<file path="config.mk">
export PLATFORM = sky130hd
export DESIGN_NAME = config_cache_lru_tags
export DESIGN_NICKNAME = d
export VERILOG_FILES = /design/src/design/cclt_pkg.sv /design/src/design/config_cache_lru_tags.sv
export SDC_FILE = /design/constraint.sdc
export NUM_CORES = 2
export LEC_CHECK = 0
export BUFFER_PORTS_ARGS = -buffer_cell sky130_fd_sc_hd__buf_4
export CAP_MARGIN = 0
export CORE_MARGIN = 3
export CORE_UTILIZATION = 65
export CTS_BUF_LIST = sky130_fd_sc_hd__clkbuf_8
export DETAILED_ROUTE_END_ITERATION = 6
export PLACE_DENSITY = 0.94
export SKIP_CTS_REPAIR_TIMING = 1
export SLEW_MARGIN = 10
export SYNTH_ARGS = -nofsm -noshare
export SYNTH_HDL_FRONTEND = slang
export SYNTH_SLANG_ARGS = --single-unit
</file>
<file path="constraint.sdc">
create_clock -name i_clk -period 12.9 [get_ports i_clk]
set_input_delay 0.645 -clock i_clk [delete_from_list [all_inputs] [get_ports i_clk]]
set_output_delay 0.645 -clock i_clk [all_outputs]
set_load 0.01 [all_outputs]
</file>
<file path="src/design/cclt_pkg.sv">
`default_nettype none
// ----------------------------------------------------------------------------
// cclt_pkg
// Shared types and constants of the LRU cache tag directory.
// ----------------------------------------------------------------------------
package cclt_pkg;

    localparam int TAG_W       = 16;
    localparam int STAMP_W     = 32;
    localparam int CNT_W       = 32;
    localparam int OP_W        = 2;
    localparam int SLOT_OUT_W  = 4;
    localparam int OUT_TDATA_W = 72;

    localparam logic [STAMP_W-1:0] STAMP_MAX = 32'hFFFF_FFFF;

    typedef enum logic [OP_W-1:0] {
        OP_LOOKUP = 2'd0,
        OP_FILL   = 2'd1,
        OP_INVAL  = 2'd2,
        OP_CLEAR  = 2'd3
    } t_op;

    typedef enum logic [1:0] {
        S_IDLE,
        S_SCAN,
        S_FILL,
        S_DONE
    } t_state;

endpackage
`default_nettype wire

</file>
<file path="src/design/config_cache_lru_tags.sv">
`default_nettype none
// ----------------------------------------------------------------------------
// config_cache_lru_tags
// Tag directory of a fully associative cache with LRU replacement.
// ----------------------------------------------------------------------------
// One item is taken at a time. A lookup or an invalidate walks the slots one
// per cycle through a single tag and stamp compare unit, reading the tag and
// stamp memories at one address a cycle; a lookup or an invalidate that
// matches stops early. A fill does one tag read of the claimed slot, and a
// clear or a lookup while caching is disabled goes straight to the done state.
// The result is held in an output register, so the next item is accepted
// while a result waits. Valid bits and stamp-written bits live in flip-flops,
// so a clear takes effect at once; a slot whose stamp was never written
// since the last clear reads as stamp zero. Input tdata holds bus, device,
// function; tuser holds the operation.
// ----------------------------------------------------------------------------
module config_cache_lru_tags
    import cclt_pkg::*;
#(
    parameter int NUM_SLOTS = 16
) (
    input  wire logic                   i_clk,
    input  wire logic                   i_rst_n,
    // Configuration: cache_enable.
    input  wire logic                   i_cfg_valid,
    output logic                        o_cfg_ready,
    input  wire logic                   i_cfg_data,
    // Input item.
    input  wire logic                   i_s_tvalid,
    output logic                        o_s_tready,
    // tdata: bus_num [7:0], dev_num [12:8], func_num [15:13]
    input  wire logic [TAG_W-1:0]       i_s_tdata,
    // tuser: op [1:0]
    input  wire logic [OP_W-1:0]        i_s_tuser,
    // Result item.
    output logic                        o_m_tvalid,
    input  wire logic                   i_m_tready,
    // tdata: hit [0], slot [4:1], found [5], hit_total [37:6],
    // miss_total [69:38], zero [71:70]
    output logic [OUT_TDATA_W-1:0]      o_m_tdata
);

    localparam int SLOT_W = (NUM_SLOTS > 1) ? $clog2(NUM_SLOTS) : 1;
    localparam logic [SLOT_W-1:0] LAST_SLOT = SLOT_W'(NUM_SLOTS - 1);

    // Memories.
    logic [TAG_W-1:0]   m_tag   [NUM_SLOTS];
    logic [STAMP_W-1:0] m_stamp [NUM_SLOTS];
    logic [TAG_W-1:0]   r_tag_rd;
    logic [STAMP_W-1:0] r_stamp_rd;

    // Control and state registers.
    t_state              r_state,        n_state;
    t_op                 r_op,           n_op;
    logic [TAG_W-1:0]    r_tag,          n_tag;
    logic [SLOT_W-1:0]   r_idx,          n_idx;
    logic                r_have,         n_have;
    logic [SLOT_W-1:0]   r_best,         n_best;
    logic [STAMP_W-1:0]  r_best_stamp,   n_best_stamp;
    logic [NUM_SLOTS-1:0] r_valid,       n_valid;
    logic [NUM_SLOTS-1:0] r_sw,          n_sw;
    logic [CNT_W-1:0]    r_access,       n_access;
    logic [CNT_W-1:0]    r_hits,         n_hits;
    logic [CNT_W-1:0]    r_misses,       n_misses;
    logic                r_enable,       n_enable;
    logic                r_claim_live,   n_claim_live;
    logic [SLOT_W-1:0]   r_claim_at,     n_claim_at;
    logic                r_res_hit,      n_res_hit;
    logic [SLOT_W-1:0]   r_res_slot,     n_res_slot;
    logic                r_res_found,    n_res_found;
    logic                r_out_valid,    n_out_valid;
    logic [OUT_TDATA_W-1:0] r_out_data,  n_out_data;

    // Memory port controls.
    logic [SLOT_W-1:0]   w_rd_addr;
    logic                w_tag_we;
    logic [SLOT_W-1:0]   w_tag_waddr;
    logic                w_stamp_we;
    logic [SLOT_W-1:0]   w_stamp_waddr;
    logic [STAMP_W-1:0]  w_stamp_wdata;

    // Shared compare unit for the entry under the scan.
    logic                w_ent_valid;
    logic [STAMP_W-1:0]  w_ent_stamp;
    logic                w_match;
    logic                w_take;
    logic                w_have_nx;
    logic [SLOT_W-1:0]   w_best_nx;
    logic [SLOT_W+SLOT_OUT_W-1:0] w_slot_ext;
    logic                w_in_acc;
    t_op                 w_in_op;

    assign o_cfg_ready = 1'b1;
    assign o_s_tready  = (r_state == S_IDLE);
    assign o_m_tvalid  = r_out_valid;
    assign o_m_tdata   = r_out_data;

    assign w_in_acc = i_s_tvalid && (r_state == S_IDLE);
    assign w_in_op  = t_op'(i_s_tuser);

    assign w_ent_valid   = r_valid[r_idx];
    assign w_ent_stamp   = r_sw[r_idx] ? r_stamp_rd : '0;
    assign w_match       = w_ent_valid && (r_tag_rd == r_tag);
    assign w_take        = !w_ent_valid || (w_ent_stamp < r_best_stamp);
    assign w_have_nx     = r_have || w_take;
    assign w_best_nx     = w_take ? r_idx : r_best;
    assign w_stamp_wdata = r_access + CNT_W'(1);
    assign w_slot_ext    = {{SLOT_OUT_W{1'b0}}, r_res_slot};

    always_comb begin
        n_state      = r_state;
        n_op         = r_op;
        n_tag        = r_tag;
        n_idx        = r_idx;
        n_have       = r_have;
        n_best       = r_best;
        n_best_stamp = r_best_stamp;
        n_valid      = r_valid;
        n_sw         = r_sw;
        n_access     = r_access;
        n_hits       = r_hits;
        n_misses     = r_misses;
        n_enable     = r_enable;
        n_claim_live = r_claim_live;
        n_claim_at   = r_claim_at;
        n_res_hit    = r_res_hit;
        n_res_slot   = r_res_slot;
        n_res_found  = r_res_found;
        n_out_valid  = r_out_valid && !i_m_tready;
        n_out_data   = r_out_data;

        w_rd_addr     = r_idx + SLOT_W'(1);
        w_tag_we      = 1'b0;
        w_tag_waddr   = w_best_nx;
        w_stamp_we    = 1'b0;
        w_stamp_waddr = r_idx;

        case (r_state)
            S_IDLE: begin
                w_rd_addr = (w_in_op == OP_FILL) ? r_claim_at : '0;
                if (w_in_acc) begin
                    n_op         = w_in_op;
                    n_tag        = {i_s_tdata[7:0], i_s_tdata[12:8], i_s_tdata[15:13]};
                    n_idx        = '0;
                    n_have       = 1'b0;
                    n_best       = '0;
                    n_best_stamp = STAMP_MAX;
                    n_res_hit    = 1'b0;
                    n_res_slot   = '0;
                    n_res_found  = 1'b0;
                    case (w_in_op)
                        OP_LOOKUP: n_state = r_enable ? S_SCAN : S_DONE;
                        OP_FILL:   n_state = S_FILL;
                        OP_INVAL:  n_state = S_SCAN;
                        OP_CLEAR: begin
                            n_valid      = '0;
                            n_sw         = '0;
                            n_access     = '0;
                            n_claim_live = 1'b0;
                            n_claim_at   = '0;
                            n_hits       = '0;
                            n_misses     = '0;
                            n_state      = S_DONE;
                        end
                        default: n_state = S_DONE;
                    endcase
                end
            end

            S_SCAN: begin
                if (w_match) begin
                    n_res_slot = r_idx;
                    n_state    = S_DONE;
                    if (r_op == OP_LOOKUP) begin
                        w_stamp_we     = 1'b1;
                        w_stamp_waddr  = r_idx;
                        n_sw[r_idx]    = 1'b1;
                        n_access       = w_stamp_wdata;
                        n_hits         = r_hits + CNT_W'(1);
                        n_res_hit      = 1'b1;
                    end else begin
                        n_valid[r_idx] = 1'b0;
                        n_res_found    = 1'b1;
                    end
                end else begin
                    n_have = w_have_nx;
                    n_best = w_best_nx;
                    if (w_take) begin
                        n_best_stamp = w_ent_stamp;
                    end
                    if (r_idx == LAST_SLOT) begin
                        n_state = S_DONE;
                        if (r_op == OP_LOOKUP) begin
                            n_misses = r_misses + CNT_W'(1);
                            if (w_have_nx) begin
                                // Claim the victim: new tag, held invalid until filled.
                                w_tag_we           = 1'b1;
                                n_valid[w_best_nx] = 1'b0;
                                n_claim_live       = 1'b1;
                                n_claim_at         = w_best_nx;
                                n_res_slot         = w_best_nx;
                            end else begin
                                n_claim_live = 1'b0;
                                n_claim_at   = '0;
                            end
                        end
                    end else begin
                        n_idx = r_idx + SLOT_W'(1);
                    end
                end
            end

            S_FILL: begin
                if (r_claim_live && (r_tag_rd == r_tag)) begin
                    w_stamp_we          = 1'b1;
                    w_stamp_waddr       = r_claim_at;
                    n_valid[r_claim_at] = 1'b1;
                    n_sw[r_claim_at]    = 1'b1;
                    n_access            = w_stamp_wdata;
                    n_res_found         = 1'b1;
                    n_res_slot          = r_claim_at;
                    n_claim_live        = 1'b0;
                end
                n_state = S_DONE;
            end

            S_DONE: begin
                if (!r_out_valid || i_m_tready) begin
                    n_out_valid = 1'b1;
                    n_out_data  = {2'b00, r_misses, r_hits, r_res_found,
                                   w_slot_ext[SLOT_OUT_W-1:0], r_res_hit};
                    n_state     = S_IDLE;
                end
            end

            default: n_state = S_IDLE;
        endcase

        // Disabling the cache empties the directory but keeps the totals.
        if (i_cfg_valid) begin
            n_enable = i_cfg_data;
            if (!i_cfg_data) begin
                n_valid      = '0;
                n_sw         = '0;
                n_access     = '0;
                n_claim_live = 1'b0;
                n_claim_at   = '0;
            end
        end
    end

    always_ff @(posedge i_clk) begin
        if (!i_rst_n) begin
            r_state      <= S_IDLE;
            r_valid      <= '0;
            r_sw         <= '0;
            r_access     <= '0;
            r_hits       <= '0;
            r_misses     <= '0;
            r_enable     <= 1'b1;
            r_claim_live <= 1'b0;
            r_claim_at   <= '0;
            r_out_valid  <= 1'b0;
        end else begin
            r_state      <= n_state;
            r_valid      <= n_valid;
            r_sw         <= n_sw;
            r_access     <= n_access;
            r_hits       <= n_hits;
            r_misses     <= n_misses;
            r_enable     <= n_enable;
            r_claim_live <= n_claim_live;
            r_claim_at   <= n_claim_at;
            r_out_valid  <= n_out_valid;
        end
    end

    always_ff @(posedge i_clk) begin
        r_op         <= n_op;
        r_tag        <= n_tag;
        r_idx        <= n_idx;
        r_have       <= n_have;
        r_best       <= n_best;
        r_best_stamp <= n_best_stamp;
        r_res_hit    <= n_res_hit;
        r_res_slot   <= n_res_slot;
        r_res_found  <= n_res_found;
        r_out_data   <= n_out_data;
    end

    always_ff @(posedge i_clk) begin
        if (w_tag_we) begin
            m_tag[w_tag_waddr] <= r_tag;
        end
        r_tag_rd <= m_tag[w_rd_addr];
    end

    always_ff @(posedge i_clk) begin
        if (w_stamp_we) begin
            m_stamp[w_stamp_waddr] <= w_stamp_wdata;
        end
        r_stamp_rd <= m_stamp[w_rd_addr];
    end

endmodule
`default_nettype wire
</file>
-- Word-level counts from Yosys, hierarchy flattened
Memories as Yosys holds them, arrays and structs flattened. A register that Yosys moved wholly into a read port is not among the register bits.
Cells that the tools add are included.
- add/sub/neg operators: 4
- magnitude comparators: 7
- equality and inequality tests: 22
- mux-type cells: 118
- bitwise operators: 7
- reductions and logical operators: 29
- operators by type and width (cell ; count):
    $mux W32 ; 18
    $mux W16 ; 17
    $pmux W32 S2 ; 3
    $add A32 B1 Y32 const B ; 3
    $pmux W16 S3 ; 2
    $pmux W32 S3 ; 1
    $mux W4 ; 22
    $or A16 B16 Y16 ; 3
    $mux W1 ; 34
    $and A16 B16 Y16 ; 2
    $lt A32 B32 Y1 ; 1
    $not A16 Y16 ; 2
    $pmux W4 S2 ; 3
    $ne A2 B2 Y1 const B ; 9
    $eq A16 B16 Y1 ; 1
    $pmux W2 S4 ; 2
    $lt A4 B5 Y1 const B ; 3
    $demux W1 S4 ; 3
    $ge A4 B1 Y1 const B ; 3
    $pmux W4 S3 ; 1
    $reduce_and A4 Y1 ; 3
    $reduce_and A6 Y1 ; 2
    $mux W2 ; 5
    $reduce_and A5 Y1 ; 2
    17 further kinds ; 42
- bits in registers: 272
- bits in writable memories: 768
- input bits: 24
- output and inout port bits: 75
- memories kept: 2
- memory list (name ; words ; width ; rd ports ; clocked after memory_dff ; wr ports ; RTL line ; source):
    m_stamp ; 16 ; 32 ; 1 ; 1 ; 1 ; config_cache_lru_tags.sv:48 ; logic [STAMP_W-1:0] m_stamp [NUM_SLOTS];
    m_tag ; 16 ; 16 ; 1 ; 1 ; 1 ; config_cache_lru_tags.sv:47 ; logic [TAG_W-1:0] m_tag [NUM_SLOTS];

-- Logic depth before layout (Yosys ltp)
- depth in word-level cells: 19
- mapped depth: 18

-- Least setup slack after synthesis
OpenSTA, ideal clock, no wires.
- path kind: register to register
- start point: register r_tag[8]
- end point: memory m_stamp[1][0] (enable)
- library setup time: 0.461 ns
- data arrival time: 4.316 ns
- data required time: 12.439 ns
- slack: 8.123 ns
- stages on the path, launching flop included: 10
- buffers on the path: 2
- period minus slack after synthesis: 4.777 ns
- cell sequence: edfxtp_1 -> xnor2_1 -> nand4_1 -> nor4_1 -> buf_2 -> nand3_1 -> clkbuf_1 -> nor3_1 -> a21oi_1 -> nor3_1
- word-level cells in the longest chain between the ends: 6
- elaborated cells between the ends (all ways): 10
- classes of those cells: eq/ne: 1; mux: 7; reduce/logical: 2
- RTL lines (what ; RTL line ; source):
    start, declared ; config_cache_lru_tags.sv:55 ; logic [TAG_W-1:0] r_tag, n_tag;
    start signal, assigned ; config_cache_lru_tags.sv:280 ; r_tag <= n_tag;
    $eq A16 B16 Y1 (*) ; config_cache_lru_tags.sv:103, config_cache_lru_tags.sv:214 ;
    $logic_and A1 B1 Y1, on equally long branches ; config_cache_lru_tags.sv:214, config_cache_lru_tags.sv:103 ;
    $mux W1, on equally long branches ; config_cache_lru_tags.sv:214, config_cache_lru_tags.sv:171 ;
    $pmux W1 S2 ; config_cache_lru_tags.sv:138 ; case (r_state)
    $mux W1 ; config_cache_lru_tags.sv:299 ; if (w_stamp_we) begin
    $mux W1 (implied by the code) ; config_cache_lru_tags.sv:300 ; m_stamp[w_stamp_waddr] <= w_stamp_wdata;
    end, declared ; config_cache_lru_tags.sv:48 ;
Mark *: on every way between the ends. The rest lies on a longest branch, timed or not.

-- Worst setup path in the final report
- start point: register r_idx[2]
- end point: memory m_tag[4][1] (enable)
- word-level cells in the longest chain between the ends: 13
- elaborated cells between the ends (all ways): 19
- classes of those cells: order compare: 1; eq/ne: 1; mux: 13; reduce/logical: 4
- RTL lines (what ; RTL line ; source):
    start, declared ; config_cache_lru_tags.sv:56 ; logic [SLOT_W-1:0] r_idx, n_idx;
    start signal, assigned ; config_cache_lru_tags.sv:281 ; r_idx <= n_idx;
    $bmux W1 S4 (*) ; config_cache_lru_tags.sv:102 ; assign w_ent_stamp = r_sw[r_idx] ? r_stamp_rd : '0;
    $mux W1 (implied by the code) (*) ; config_cache_lru_tags.sv:102 ;
    $mux W32 (*) ; config_cache_lru_tags.sv:102 ;
    net w_ent_stamp[31] ; config_cache_lru_tags.sv:84 ; logic [STAMP_W-1:0] w_ent_stamp;
    $lt A32 B32 Y1 (*) ; config_cache_lru_tags.sv:104 ; assign w_take = !w_ent_valid || (w_ent_stamp < r_best_stamp);
    $logic_or A1 B1 Y1 (*) ; config_cache_lru_tags.sv:104 ;
    $logic_or A1 B1 Y1 ; config_cache_lru_tags.sv:105 ; assign w_have_nx = r_have || w_take;
    $mux W1 ; config_cache_lru_tags.sv:195 ; if (w_have_nx) begin
    $mux W1 ; config_cache_lru_tags.sv:193 ; if (r_op == OP_LOOKUP) begin
    $mux W1 ; config_cache_lru_tags.sv:191 ; if (r_idx == LAST_SLOT) begin
    $mux W1 ; config_cache_lru_tags.sv:171 ; if (w_match) begin
    $mux W1 ; config_cache_lru_tags.sv:138 ;
    $mux W1 ; config_cache_lru_tags.sv:292 ; if (w_tag_we) begin
    $mux W1 (implied by the code) ; config_cache_lru_tags.sv:293 ; m_tag[w_tag_waddr] <= r_tag;
    end, declared ; config_cache_lru_tags.sv:47 ;
Mark *: on every way through the listed nets, which the timed path passes. The rest lies on a longest branch. The select of a mux whose other input is x is not followed.

==> summary.txt <==
Job
  – Max-cap violation count: 0

Critical path
  – Critical Path, Cell by Cell: mux4_2, a22oi_1, nand2_1, and2_1, ha_1, a21oi_1, o21ai_0, a211oi_1, o21ai_0, nor4b_2, or2_1, buf_4, mux2_1, and4_1
  – Startpoint types: register
  – Most used cell, CP: o21ai_0
  – Crit path largest cell delay: 1.05 ns
  – Req. time, crit path: 13.32 ns
  – WS Path Type: reg2reg
  – Worst Path Max Fanout: 36
  – Slowest library cell on the worst path: nor4b_2
  – Crit path capture type: register
  – Critical Path AT: 7.38 ns

Yosys
  – Post-Syn Area: roughly 0.045 mm²
  – Yosys warning total: 0
  – Most frequent cells after synthesis: edfxtp_1 (903), nand2_1 (856), nand3_1 (260)
  – Syn Area/Cell: 12.1 µm²
  – Most numerous cell in the Yosys netlist: edfxtp_1
  – Async set-or-reset flop fraction in the synthesized netlist: 0%
  – Number of synthesized flops with an enable pin: around 900
  – Yosys cell types: 78
  – Cell taking the most area after synthesis: edfxtp_1
  – Cells after Synth: between 3000 and 4000
  – Largest cells by area after synthesis: edfxtp_1 (60%), dfxtp_1 (8.3%), nand2_1 (7.2%), nand3_1 (2.9%), a311oi_1 (2.8%)
  – Yosys reg bits: ~1100
  – Sequential-to-total area share from yosys stat: 68.7%
  – Most common flop cell mapped by yosys: edfxtp_1
  – Area fraction of the dominant cell type after synthesis: 60.4%

STA
  – Unrepaired setup endpoints after global routing: no
  – Min Tclk post-route: 6.96 ns
  – Post-Route Skew: 0.0736 ns
  – Slew Viols, Final: 0
  – Worst rel slew slack: between 10% and 20%
  – Tcrit/Tclk final: between 50 and 60%
  – Setup TNS: 0 ns
  – Endpoints failing hold: 0
  – Fmax: ~140 MHz
  – Final setup fails: 0
  – Hold Slack: about 0.11 ns
  – Final setup margin: 5.94 ns
  – Least-Margin Pin Slew: approximately 1.3 ns

Drt
  – DRC Markers: 1
  – Remaining antenna violation count after routing: 0
  – Routed WL: between 100000 and 150000 µm
  – Detailed Routing Iterations Pass 1: 7
  – Via count: about 32000
  – Vias per inst: between 6 and 7
  – Initial DRC Count: around 5400
  – Post-DR wirelength/cell: ~25 µm

Clocking
  – CTS tree: yes
  – Worst-skew pair later-pin latency: roughly 0.85 ns
  – H-tree depth: 4
  – Clock tree buffer depth: 3
  – Worst-path clk slew: about 0.06 ns
  – Root Buffer: clkbuf_8
  – Num CTS Buffers: roughly 160
  – Sink Count: roughly 1100

Die
  – I/O pin count: a little under 100
  – # rows: 95
  – Die width: about 270 µm
  – Initial Utilization: approximately two thirds
  – Die area: slightly above 0.07 mm²
  – Chip height: about 270 µm
  – Core Region: 0.0678 mm²

GRT
  – Number of global-route vias before repair: 30900
  – First-pass GRT wire length: approximately 180000 µm
  – Initial antenna violation count: 3
  – Total GRT Usage: between 30% and 40%
  – Largest net degree at the start of global routing: ~180
  – Total gr overflow: 0

Power and ir drop
  – Switching pwr: between 3 and 4 mW
  – Seq pwr share: slightly above 40%
  – Logic pwr share: 33.7%
  – PwrDens: between 200 and 250 mW/mm²
  – Leakage: about 18 nW
  – Pwr Total: roughly 10 mW
  – VDD IR max: about 0.21 mV
  – Clock share of power: between 20% and 30%
  – Internal power: around 6.4 mW
  – Sw Ratio: 38.0%

Hold path
  – Hold Crit Class: in2reg

Layout
  – Layout net count: ~3900
  – Final design utilization: 73.3%
  – Layout Cells excl Fill: approximately 4800
  – Share of cells above drive strength 1: about 11%
  – Design area: between 0.04 and 0.05 mm²
  – Footprint of the multi-input gates: 0.0131 mm²
  – FF/Latch Area: 0.0308 mm²
  – Area delta synth->final: 10.6%
  – Fill count: 3865

Placement
  – Routability Congestion: approximately 0.94
  – Placed cells: roughly 4500
  – Input/output buffers: 95
  – DP Area: around 0.046 mm²
  – Pre-CTS setup slack: about 6.2 ns
  – Detailed Place HPWL: 63900 µm

Status
  – Status: finished with violations
  – Failing checks: design-rule violations
## final cells by class
type / count / area share (%)
flip-flops and latches: 1088 / 62.1
well taps: 873 / 2.20
diodes: 2 / 0.0101
multi-input cells: 2317 / 26.4
clock buffers: 182 / 5.04
inverters: 60 / 0.453
repair buffers: 167 / 2.68
clock inverters: 117 / 1.18
## logic make-up after synthesis
kind of cell | count (synthesis) | share of synthesized area [%]
AO/OA/AOI/OAI | 503 | 7.74
buffers and inverters | 302 | 2.67
other | 2 | 0.0167
XOR/XNOR | 101 | 1.97
adder cells (fa/ha/maj) | 43 | 1.20
flip-flops | 1088 | 68.7
AND/OR/NAND/NOR | 1643 | 16.9
multiplexers | 24 | 0.806
## critical path: cells and delay by family (launching register included)
family                     cells  cell delay, ns
and+or+nand+nor                5            3.05
buffers and inverters          1            0.38
DFF                            1            0.82
AOI/OAI and AO/OA              5            0.97
adders and majority gates      1            0.33
muxes                          2            0.97
## power groups by stage
stage	Clock [mW]	Sequential (mW)	Combinational, mW
after floorplan	0	4.19	2.35
after global placement	0	4.28	3.16
after detailed placement	0	4.28	3.32
after CTS	2.68	4.21	3.38
after global routing	2.83	4.23	3.73
final	2.67	4.22	3.51
## layer usage
layer	global-route usage, %	wire length (µm)	vias to the layer above
li1	-	-	13700
met1	40.2	39700	15100
met2	52.6	56500	2565
met3	7.60	14600	550
met4	17.6	6940	2
met5	0	17	-
## state kept, by name (all words and copies together) (netlist names), 16 cells and up
signal	flops
m_stamp	512
r_tag_rd	16
r_sw	16
r_tag	16
o_m_tdata	70
r_hits	32
r_access	32
m_tag	256
r_best_stamp	32
r_valid	16
r_misses	32
r_stamp_rd	32
## final timing paths
path	slack (ns)	to	startpoint	depth (start not counted)
setup / recovery	5.94	m_tag[4][1]	r_idx[2]	14
hold / removal	0.11	r_op[1]	i_s_tuser[1]	1
setup reg to reg	5.94	m_tag[4][1]	r_idx[2]	14
hold reg to reg	0.40	o_m_tdata[4]	r_res_slot[3]	0
## placed cells by master (no fill, tap or decap), drive strengths merged, types with 123 or more instances in the layout
cell and n:
nor2 129, edfxtp 903, nand2 856, inv 138
dfxtp 185, clkbuf 182, a21oi 123, nand3 267
a311oi 145, buf 151
Note: power is estimated with default switching activity, not from simulation.
